**src/rtl/core/ttb_pkg.sv**
```systemverilog
// Shared widths, constants and the triangle job record for the tangent unit.
// No dependencies; every other file imports it.
`default_nettype none
package ttb_pkg;

    localparam int unsigned PosW    = 32;
    localparam int unsigned TexW    = 16;
    localparam int unsigned EdgeW   = PosW + 1;
    localparam int unsigned DeltaW  = TexW + 1;
    localparam int unsigned ProdW   = EdgeW + DeltaW;
    localparam int unsigned SumW    = ProdW + 1;
    localparam int unsigned DetW    = 2 * DeltaW;
    localparam int unsigned MagW    = ProdW;
    localparam int unsigned FracSh  = 12;
    localparam int unsigned DivBits = MagW + FracSh;
    localparam int unsigned QueueDepth = 2;

    typedef logic signed [EdgeW-1:0]  edge_t;
    typedef logic signed [DeltaW-1:0] delta_t;

    typedef struct packed {
        logic [2:0][EdgeW-1:0] e1;
        logic [2:0][EdgeW-1:0] e2;
        delta_t du1;
        delta_t dv1;
        delta_t du2;
        delta_t dv2;
    } tri_job_t;

endpackage
`default_nettype wire

```
**src/rtl/core/ttb_front.sv**
```systemverilog
// Front end: holds the first two corners of a triangle and forms edge and UV deltas.
// Depends on ttb_pkg.
`default_nettype none
module ttb_front (
    input  wire logic                       clk,
    input  wire logic                       rst_n,
    input  wire logic                       accept,
    input  wire logic [ttb_pkg::PosW-1:0]   pos_x,
    input  wire logic [ttb_pkg::PosW-1:0]   pos_y,
    input  wire logic [ttb_pkg::PosW-1:0]   pos_z,
    input  wire logic [ttb_pkg::TexW-1:0]   tex_u,
    input  wire logic [ttb_pkg::TexW-1:0]   tex_v,
    output logic                            push,
    output ttb_pkg::tri_job_t               job
);
    import ttb_pkg::*;

    logic [1:0] count_reg, count_next;
    logic [1:0][2:0][PosW-1:0] pos_reg;
    logic [1:0][1:0][TexW-1:0] tex_reg;
    logic [2:0][PosW-1:0] cur;

    assign cur = {pos_z, pos_y, pos_x};
    // count three never occurs; treat it as a closing corner anyway
    assign push = accept && count_reg[1];

    always_comb
    begin
        count_next = count_reg;
        if (accept)
        begin
            count_next = count_reg[1] ? 2'd0 : count_reg + 2'd1;
        end
    end

    always_ff @(posedge clk or negedge rst_n)
    begin
        if (!rst_n)
        begin
            count_reg <= 2'd0;
        end
        else
        begin
            count_reg <= count_next;
        end
    end

    always_ff @(posedge clk)
    begin
        if (accept && !count_reg[1])
        begin
            pos_reg[count_reg[0]] <= cur;
            tex_reg[count_reg[0]] <= {tex_v, tex_u};
        end
    end

    always_comb
    begin
        for (int k = 0; k < 3; k++)
        begin
            job.e1[k] = {pos_reg[1][k][PosW-1], pos_reg[1][k]}
                      - {pos_reg[0][k][PosW-1], pos_reg[0][k]};
            job.e2[k] = {cur[k][PosW-1], cur[k]}
                      - {pos_reg[0][k][PosW-1], pos_reg[0][k]};
        end
        job.du1 = {tex_reg[1][0][TexW-1], tex_reg[1][0]}
                - {tex_reg[0][0][TexW-1], tex_reg[0][0]};
        job.dv1 = {tex_reg[1][1][TexW-1], tex_reg[1][1]}
                - {tex_reg[0][1][TexW-1], tex_reg[0][1]};
        job.du2 = {tex_u[TexW-1], tex_u} - {tex_reg[0][0][TexW-1], tex_reg[0][0]};
        job.dv2 = {tex_v[TexW-1], tex_v} - {tex_reg[0][1][TexW-1], tex_reg[0][1]};
    end

endmodule
`default_nettype wire

```
**src/rtl/core/ttb_queue.sv**
```systemverilog
// Two-entry job queue between the front end and the divider back end.
// Depends on ttb_pkg.
`default_nettype none
module ttb_queue (
    input  wire logic              clk,
    input  wire logic              rst_n,
    input  wire logic              push,
    input  wire ttb_pkg::tri_job_t push_data,
    input  wire logic              pop,
    output logic                   full,
    output logic                   not_empty,
    output ttb_pkg::tri_job_t      pop_data
);
    import ttb_pkg::*;

    tri_job_t mem_reg [QueueDepth];
    logic wr_ptr_reg, rd_ptr_reg;
    logic [1:0] count_reg;

    assign full      = (count_reg == 2'(QueueDepth));
    assign not_empty = (count_reg != 2'd0);
    assign pop_data  = mem_reg[rd_ptr_reg];

    always_ff @(posedge clk or negedge rst_n)
    begin
        if (!rst_n)
        begin
            wr_ptr_reg <= 1'b0;
            rd_ptr_reg <= 1'b0;
            count_reg  <= 2'd0;
        end
        else
        begin
            if (push)
            begin
                wr_ptr_reg <= ~wr_ptr_reg;
            end
            if (pop)
            begin
                rd_ptr_reg <= ~rd_ptr_reg;
            end
            count_reg <= count_reg + 2'(push) - 2'(pop);
        end
    end

    always_ff @(posedge clk)
    begin
        if (push)
        begin
            mem_reg[wr_ptr_reg] <= push_data;
        end
    end

endmodule
`default_nettype wire

```
**src/rtl/core/ttb_back.sv**
```systemverilog
// Back end: shared multiplier for determinant and numerators, radix-2 divider,
// saturation and the output register. Depends on ttb_pkg.
`default_nettype none
module ttb_back (
    input  wire logic              clk,
    input  wire logic              rst_n,
    input  wire logic              job_valid,
    input  wire ttb_pkg::tri_job_t job_in,
    output logic                   pop,
    output logic                   out_valid,
    input  wire logic              out_stall,
    output logic [5:0][31:0]       out_vec,
    output logic                   out_degen,
    output logic                   out_sat
);
    import ttb_pkg::*;

    typedef enum logic [2:0] {
        ST_IDLE, ST_MUL_A, ST_MUL_B, ST_SUM, ST_DIV, ST_FIX, ST_OUT
    } state_t;

    state_t state_reg;
    tri_job_t job_reg;
    logic [2:0] j_reg;
    logic [5:0] cnt_reg;
    logic signed [ProdW-1:0] prod_reg, acc_reg;
    logic signed [DetW-1:0] det_reg;
    logic [DetW-1:0] dmag_reg;
    logic [DivBits-1:0] shift_reg;
    logic [DetW-1:0] rem_reg;
    logic qneg_reg, sat_reg, degen_reg;
    logic [5:0][31:0] res_reg;

    logic signed [EdgeW-1:0] mul_a;
    logic signed [DeltaW-1:0] mul_b;
    logic signed [ProdW-1:0] mul_p;
    logic signed [SumW-1:0] sum;
    logic [SumW-1:0] sum_mag;
    logic [DetW:0] trial;
    logic fit;
    logic [31:0] fix_val;
    logic fix_sat;

    function automatic edge_t ext(input delta_t d);
        ext = {{(EdgeW-DeltaW){d[DeltaW-1]}}, d};
    endfunction

    // operands: phase A takes the positive term, phase B the subtracted one
    always_comb
    begin
        mul_a = '0;
        mul_b = '0;
        unique case (j_reg)
            3'd0:
            begin
                mul_a = ext(state_reg == ST_MUL_A ? job_reg.du1 : job_reg.dv1);
                mul_b = (state_reg == ST_MUL_A) ? job_reg.dv2 : job_reg.du2;
            end
            3'd1, 3'd2, 3'd3:
            begin
                mul_a = (state_reg == ST_MUL_A) ? job_reg.e1[2'(j_reg - 3'd1)]
                                                : job_reg.e2[2'(j_reg - 3'd1)];
                mul_b = (state_reg == ST_MUL_A) ? job_reg.dv2 : job_reg.dv1;
            end
            3'd4, 3'd5, 3'd6:
            begin
                mul_a = (state_reg == ST_MUL_A) ? job_reg.e2[2'(j_reg - 3'd4)]
                                                : job_reg.e1[2'(j_reg - 3'd4)];
                mul_b = (state_reg == ST_MUL_A) ? job_reg.du1 : job_reg.du2;
            end
            default:
            begin
                mul_a = '0;
                mul_b = '0;
            end
        endcase
    end

    assign mul_p   = ProdW'(mul_a * mul_b);
    assign sum     = SumW'(acc_reg) - SumW'(prod_reg);
    assign sum_mag = sum[SumW-1] ? SumW'(-sum) : SumW'(sum);
    assign trial   = {rem_reg, shift_reg[DivBits-1]};
    assign fit     = (trial >= {1'b0, dmag_reg});

    always_comb
    begin
        fix_sat = 1'b0;
        fix_val = shift_reg[31:0];
        if (qneg_reg)
        begin
            if ((shift_reg[DivBits-1:32] != '0) || (shift_reg[31] && shift_reg[30:0] != '0))
            begin
                fix_sat = 1'b1;
                fix_val = 32'h8000_0000;
            end
            else
            begin
                fix_val = -shift_reg[31:0];
            end
        end
        else if (shift_reg[DivBits-1:31] != '0)
        begin
            fix_sat = 1'b1;
            fix_val = 32'h7FFF_FFFF;
        end
    end

    assign pop = (state_reg == ST_IDLE) && job_valid;

    always_ff @(posedge clk or negedge rst_n)
    begin
        if (!rst_n)
        begin
            state_reg <= ST_IDLE;
            out_valid <= 1'b0;
            j_reg     <= 3'd0;
            cnt_reg   <= 6'd0;
        end
        else
        begin
            // raise valid on a new beat, drop it once the beat is taken
            if (state_reg == ST_OUT && (!out_valid || !out_stall))
            begin
                out_valid <= 1'b1;
            end
            else if (out_valid && !out_stall)
            begin
                out_valid <= 1'b0;
            end
            unique case (state_reg)
                ST_IDLE:
                begin
                    if (job_valid)
                    begin
                        j_reg     <= 3'd0;
                        state_reg <= ST_MUL_A;
                    end
                end
                ST_MUL_A:
                begin
                    state_reg <= ST_MUL_B;
                end
                ST_MUL_B:
                begin
                    state_reg <= ST_SUM;
                end
                ST_SUM:
                begin
                    if (j_reg == 3'd0)
                    begin
                        if (sum == '0)
                        begin
                            state_reg <= ST_OUT;
                        end
                        else
                        begin
                            j_reg     <= 3'd1;
                            state_reg <= ST_MUL_A;
                        end
                    end
                    else
                    begin
                        cnt_reg   <= 6'd0;
                        state_reg <= ST_DIV;
                    end
                end
                ST_DIV:
                begin
                    cnt_reg <= cnt_reg + 6'd1;
                    if (cnt_reg == 6'(DivBits - 1))
                    begin
                        state_reg <= ST_FIX;
                    end
                end
                ST_FIX:
                begin
                    if (j_reg == 3'd6)
                    begin
                        state_reg <= ST_OUT;
                    end
                    else
                    begin
                        j_reg     <= j_reg + 3'd1;
                        state_reg <= ST_MUL_A;
                    end
                end
                ST_OUT:
                begin
                    if (!out_valid || !out_stall)
                    begin
                        state_reg <= ST_IDLE;
                    end
                end
                default:
                begin
                    state_reg <= ST_IDLE;
                end
            endcase
        end
    end

    always_ff @(posedge clk)
    begin
        unique case (state_reg)
            ST_IDLE:
            begin
                job_reg   <= job_in;
                sat_reg   <= 1'b0;
                degen_reg <= 1'b0;
            end
            ST_MUL_A:
            begin
                prod_reg <= mul_p;
            end
            ST_MUL_B:
            begin
                acc_reg  <= prod_reg;
                prod_reg <= mul_p;
            end
            ST_SUM:
            begin
                if (j_reg == 3'd0)
                begin
                    det_reg   <= sum[DetW-1:0];
                    dmag_reg  <= sum[SumW-1] ? DetW'(-sum) : sum[DetW-1:0];
                    degen_reg <= (sum == '0);
                    res_reg   <= '0;
                end
                else
                begin
                    shift_reg <= {sum_mag[MagW-1:0], {FracSh{1'b0}}};
                    rem_reg   <= '0;
                    qneg_reg  <= sum[SumW-1] ^ det_reg[DetW-1];
                end
            end
            ST_DIV:
            begin
                // shift dividend out, quotient bits in
                rem_reg   <= fit ? DetW'(trial - {1'b0, dmag_reg}) : trial[DetW-1:0];
                shift_reg <= {shift_reg[DivBits-2:0], fit};
            end
            ST_FIX:
            begin
                res_reg[j_reg - 3'd1] <= fix_val;
                sat_reg <= sat_reg | fix_sat;
            end
            ST_OUT:
            begin
                if (!out_valid || !out_stall)
                begin
                    out_vec   <= res_reg;
                    out_degen <= degen_reg;
                    out_sat   <= sat_reg;
                end
            end
            default:
            begin
                job_reg <= job_reg;
            end
        endcase
    end

endmodule
`default_nettype wire

```
**src/rtl/core/triangle_tangent_bitangent_unit.sv**
```systemverilog
// Top level of the per-triangle tangent and bitangent unit.
// Depends on ttb_pkg, ttb_front, ttb_queue and ttb_back.
//
//  channel | valid     | stall     | payload
//  in      | in_valid  | in_stall  | pos_x pos_y pos_z tex_u tex_v
//  out     | out_valid | out_stall | tangent_xyz bitangent_xyz degenerate saturated
//
// Vertices are taken one per cycle while the two-entry job queue has room.
// Each triangle takes the back end through seven multiply passes (multiply A,
// multiply B, sum) plus six 62-bit radix-2 divisions and a saturate step each;
// a zero determinant finishes after the first pass.
// Reset clears the corner count, the queue and the output valid.
// A stalled output holds its beat; the back end waits, the queue keeps filling.
`default_nettype none
module triangle_tangent_bitangent_unit (
    input  wire logic                clk,
    input  wire logic                rst_n,
    input  wire logic                in_valid,
    output logic                     in_stall,
    input  wire logic signed [31:0]  pos_x,
    input  wire logic signed [31:0]  pos_y,
    input  wire logic signed [31:0]  pos_z,
    input  wire logic signed [15:0]  tex_u,
    input  wire logic signed [15:0]  tex_v,
    output logic                     out_valid,
    input  wire logic                out_stall,
    output logic signed [31:0]       tangent_x,
    output logic signed [31:0]       tangent_y,
    output logic signed [31:0]       tangent_z,
    output logic signed [31:0]       bitangent_x,
    output logic signed [31:0]       bitangent_y,
    output logic signed [31:0]       bitangent_z,
    output logic                     degenerate,
    output logic                     saturated
);
    import ttb_pkg::*;

    logic accept, push, pop, full, not_empty;
    tri_job_t job_f, job_q;
    logic [5:0][31:0] vec;

    assign in_stall = full;
    assign accept   = in_valid && !full;

    ttb_front u_front (
        .clk    (clk),
        .rst_n  (rst_n),
        .accept (accept),
        .pos_x  (pos_x),
        .pos_y  (pos_y),
        .pos_z  (pos_z),
        .tex_u  (tex_u),
        .tex_v  (tex_v),
        .push   (push),
        .job    (job_f)
    );

    ttb_queue u_queue (
        .clk       (clk),
        .rst_n     (rst_n),
        .push      (push),
        .push_data (job_f),
        .pop       (pop),
        .full      (full),
        .not_empty (not_empty),
        .pop_data  (job_q)
    );

    ttb_back u_back (
        .clk       (clk),
        .rst_n     (rst_n),
        .job_valid (not_empty),
        .job_in    (job_q),
        .pop       (pop),
        .out_valid (out_valid),
        .out_stall (out_stall),
        .out_vec   (vec),
        .out_degen (degenerate),
        .out_sat   (saturated)
    );

    assign tangent_x   = vec[0];
    assign tangent_y   = vec[1];
    assign tangent_z   = vec[2];
    assign bitangent_x = vec[3];
    assign bitangent_y = vec[4];
    assign bitangent_z = vec[5];

endmodule
`default_nettype wire

```
**config.mk**
```make
export PLATFORM = sky130hd
export DESIGN_NAME = triangle_tangent_bitangent_unit
export DESIGN_NICKNAME = d
export VERILOG_FILES = /design/src/rtl/core/ttb_pkg.sv /design/src/rtl/core/ttb_front.sv /design/src/rtl/core/ttb_queue.sv /design/src/rtl/core/ttb_back.sv /design/src/rtl/core/triangle_tangent_bitangent_unit.sv
export SDC_FILE = /design/constraint.sdc
export NUM_CORES = 2
export LEC_CHECK = 0
export BUFFER_PORTS_ARGS = -buffer_cell sky130_fd_sc_hd__buf_2
export CAP_MARGIN = 20
export CORE_MARGIN = 5
export CORE_UTILIZATION = 35
export DETAILED_ROUTE_END_ITERATION = 6
export SKIP_CTS_REPAIR_TIMING = 1
export SLEW_MARGIN = 20
export SYNTH_ARGS = -nofsm -noshare
export SYNTH_HDL_FRONTEND = slang
export SYNTH_HIERARCHICAL = 1
export SYNTH_SLANG_ARGS = --single-unit
```
**constraint.sdc**
```tcl
create_clock -name clk -period 15.1 [get_ports clk]
set_input_delay 3.775 -clock clk [delete_from_list [all_inputs] [get_ports clk]]
set_output_delay 3.775 -clock clk [all_outputs]
set_load 0.05 [all_outputs]
```
==> flow_summary.rst <==
.. list-table::
   :header-rows: 1

   * - Metric
     - Value
   * - Most common cell after layout, fill and taps aside
     - sky130_fd_sc_hd__edfxtp_1
   * - CP peak stage delay
     - 0.90 ns
   * - Number of instances in the synthesized netlist
     - 8784
   * - Clock slew at the register clock pins of the worst setup and hold paths
     - 0.07 ns
   * - Max Clk Rate
     - 88.8 MHz
   * - Global Route Usage Sum
     - 0.178
   * - Final setup TNS
     - 0 ns
   * - Count of final setup violators
     - 0
   * - Data arrival, critical path
     - 11.94 ns
   * - Number of flip-flops and latches in the synthesized netlist
     - 1693
   * - Remaining design rule violation count
     - 0
   * - Residual antenna-violating net count after detailed routing
     - 0
   * - Final WL
     - 280 mm
   * - Antenna violations before repair
     - 14
   * - Post-synthesis cell type count
     - 106
   * - Number of endpoints with negative hold slack in the final report
     - 0
   * - Crit path setup slack, layout
     - 3.83 ns
   * - Maximum number of pins on one net before global-route repair
     - 179
   * - Critical path's most frequent cell
     - sky130_fd_sc_hd__fa_1
   * - Worst-path maximum fanout
     - 33
   * - Maximum buffer depth of the clock tree
     - 4
   * - Final estimated routing congestion in global placement
     - 0.909
   * - Final Cell Area
     - 116000 um^2
   * - H-tree depth reported by CTS
     - 4
   * - Maximum Capacitance Violations
     - 0
   * - Number of vias after detailed routing
     - 68000
   * - Root buffer selected by CTS
     - sky130_fd_sc_hd__clkbuf_16
   * - Number of ports placed on the die boundary
     - 328
   * - Worst-margin pin slew
     - 1.23 ns
   * - Post-synth EDFFs
     - 1674
   * - Total half-perimeter wirelength after legalization and detailed placement
     - 210 mm
   * - Top FF cell, synth
     - sky130_fd_sc_hd__edfxtp_1
   * - Synthesized area per cell
     - 11.8 um^2
   * - Floorplan Core Area
     - 294000 um^2
   * - Clock latency on the worst-skew pair
     - 0.93 ns
   * - DR vias/cell
     - 5.17
   * - Peak ir drop on the vdd network
     - 0.118 mV
   * - Largest register FFs
     - 532
   * - Leak pwr
     - 44.8 nW
   * - Initial drt markers
     - 5606
   * - Wire length of the first global-routing pass
     - 426 mm
   * - Share of layout cells above drive strength 1
     - 0.130
   * - Most frequent cells in the layout
     - sky130_fd_sc_hd__edfxtp_1, sky130_fd_sc_hd__inv_1, sky130_fd_sc_hd__nor2_1, sky130_fd_sc_hd__nand2_1, sky130_fd_sc_hd__fa_1
   * - Library cell contributing the largest single delay on the critical path
     - sky130_fd_sc_hd__ha_2
   * - Die height
     - 553 um
   * - FILL cells
     - 27800
   * - Result of the run
     - finished clean
   * - CTS sink cnt
     - 1693
   * - Num CTS Buffers
     - 191
   * - Final period demand of the worst path
     - 11.27 ns
   * - TritonCTS clock tree
     - done
   * - Category of the worst setup path launch point
     - flop
   * - Sequential fraction of the synthesis area
     - 0.491
   * - Share of the cycle needed by the critical path after routing
     - 0.746
   * - Starting Density
     - 0.352
   * - Area post-placement
     - 110000 um^2
   * - Class of the tightest hold or removal check
     - reg2reg
   * - Pre-antenna DRT Iters
     - 6
   * - Via count of the first global-routing pass
     - 69100
   * - Number of input and output port buffers inserted
     - 327
   * - Congestion Overflow GR
     - 0
   * - Cell area after synthesis
     - 103000 um^2
   * - Required time of the worst setup path
     - 15.77 ns
   * - Power per cell area
     - 112 nW/um^2
   * - Die outline width
     - 553 um
   * - Number of nets in the finished design
     - 10200
   * - Worst rel slew slack
     - 0.179
   * - Share of synthesized registers carrying an async set or reset
     - 0.0112
   * - FP Rows
     - 199
   * - Setup Skew
     - 0.127 ns
   * - Routed length per placed instance
     - 21.3 um
   * - Post-Syn Nets
     - 9933
   * - Total die area
     - 306000 um^2
   * - Kind of end point of the critical path
     - flop
   * - Number of max-slew violations in the final report
     - 0
   * - Area overhead of the layout relative to synthesis
     - 12.1%
   * - Synth Warn #
     - 6
   * - Type of the worst setup path
     - reg2reg
   * - Setup repair after global routing missed its margin
     - false
   * - Worst slack after detailed placement
     - 3.89 ns
cells in the mapped netlist (all sizes together) (55+ instances only):
master	count	share of area
and2	56	0.0034
nor2	952	0.035
o21ai	243	0.012
mux4	66	0.014
a21oi	391	0.019
edfxtp	1674	0.49
mux2	282	0.039
clkbuf	264	0.0096
or3	60	0.0036
buf	66	0.0047
nand2b	74	0.0045
nand2	746	0.027
nand3	130	0.0063
nor3	150	0.0073
fa	548	0.11
nor2b	77	0.0047
inv	974	0.035
a211oi	212	0.016
xor2	106	0.0090
ha	469	0.057
xnor2	240	0.020
nand4	55	0.0033
a21o	170	0.012
a22oi	75	0.0056
metal layers:
layer	share of wire	global-route usage	vias to the layer above
met5	0.00028	0	-
met2	0.47	0.297	2071
met3	0.058	0.0274	441
met1	0.43	0.236	33800
met4	0.039	0.0633	14
li1	-	-	31700
worst max-delay path: cells and delay by family, from the launching register on:
family / cells / cell delay (ns)
fa+ha+maj: 8 / 4.40
simple gates: 7 / 2.21
buf+inv: 7 / 1.88
compound gates: 7 / 1.77
mux: 1 / 0.39
flops: 1 / 0.32
xor+xnor: 1 / 0.08
path summary, 6_finish.rpt:
path,slack [ns],cells after the start,endpoint,startpoint
max,3.83,31,u_back/prod_reg[47],u_back/j_reg[1]
min,0.37,0,u_back/acc_reg[33],u_back/prod_reg[33]
max reg2reg,3.83,31,u_back/prod_reg[47],u_back/j_reg[1]
min reg2reg,0.37,0,u_back/acc_reg[33],u_back/prod_reg[33]
max in group asynchronous,11.53,1,u_queue/rd_ptr_reg,rst_n
min in group asynchronous,2.95,1,u_back/out_valid,rst_n
metrics by stage:
stage	hold WS [ns]	instances	power [mW]	utilization
after floorplan	0.400	8784	7.84	-
after global placement	0.430	12800	8.39	0.373
after detailed placement	0.429	12800	8.47	0.373
after CTS	0.380	13200	13.1	0.394
after global routing	0.373	13200	13.6	0.394
final	0.369	13200	13.0	0.394
report_power, final:
group / internal [mW] / switching [mW] / total (mW) / leakage [nW]
logic: 0.904 / 1.53 / 2.43 / 27.3
registers: 5.86 / 0.0927 / 5.95 / 14.5
clock network: 2.62 / 1.94 / 4.57 / 2.97
logic make-up after synthesis:
group,Yosys count,synth area share
mux,382,0.0568
flops,1693,0.491
simple gates,2500,0.109
compound gates,1539,0.100
fa+ha+maj,1017,0.163
xor+xnor,347,0.0296
buf+inv,1306,0.0497
final cells by class:
class,instances,area (um^2),share of cell area
flip-flops and latches,1693,50700,0.438
multi-input cells,5785,47800,0.413
clock buffers,224,4920,0.0425
well taps,3919,4900,0.0423
inverters,976,3670,0.0317
repair buffers,433,2540,0.0220
clock inverters,122,1190,0.0103
diodes,6,15.0,0.000130
Power figures use the tool's default switching activity.
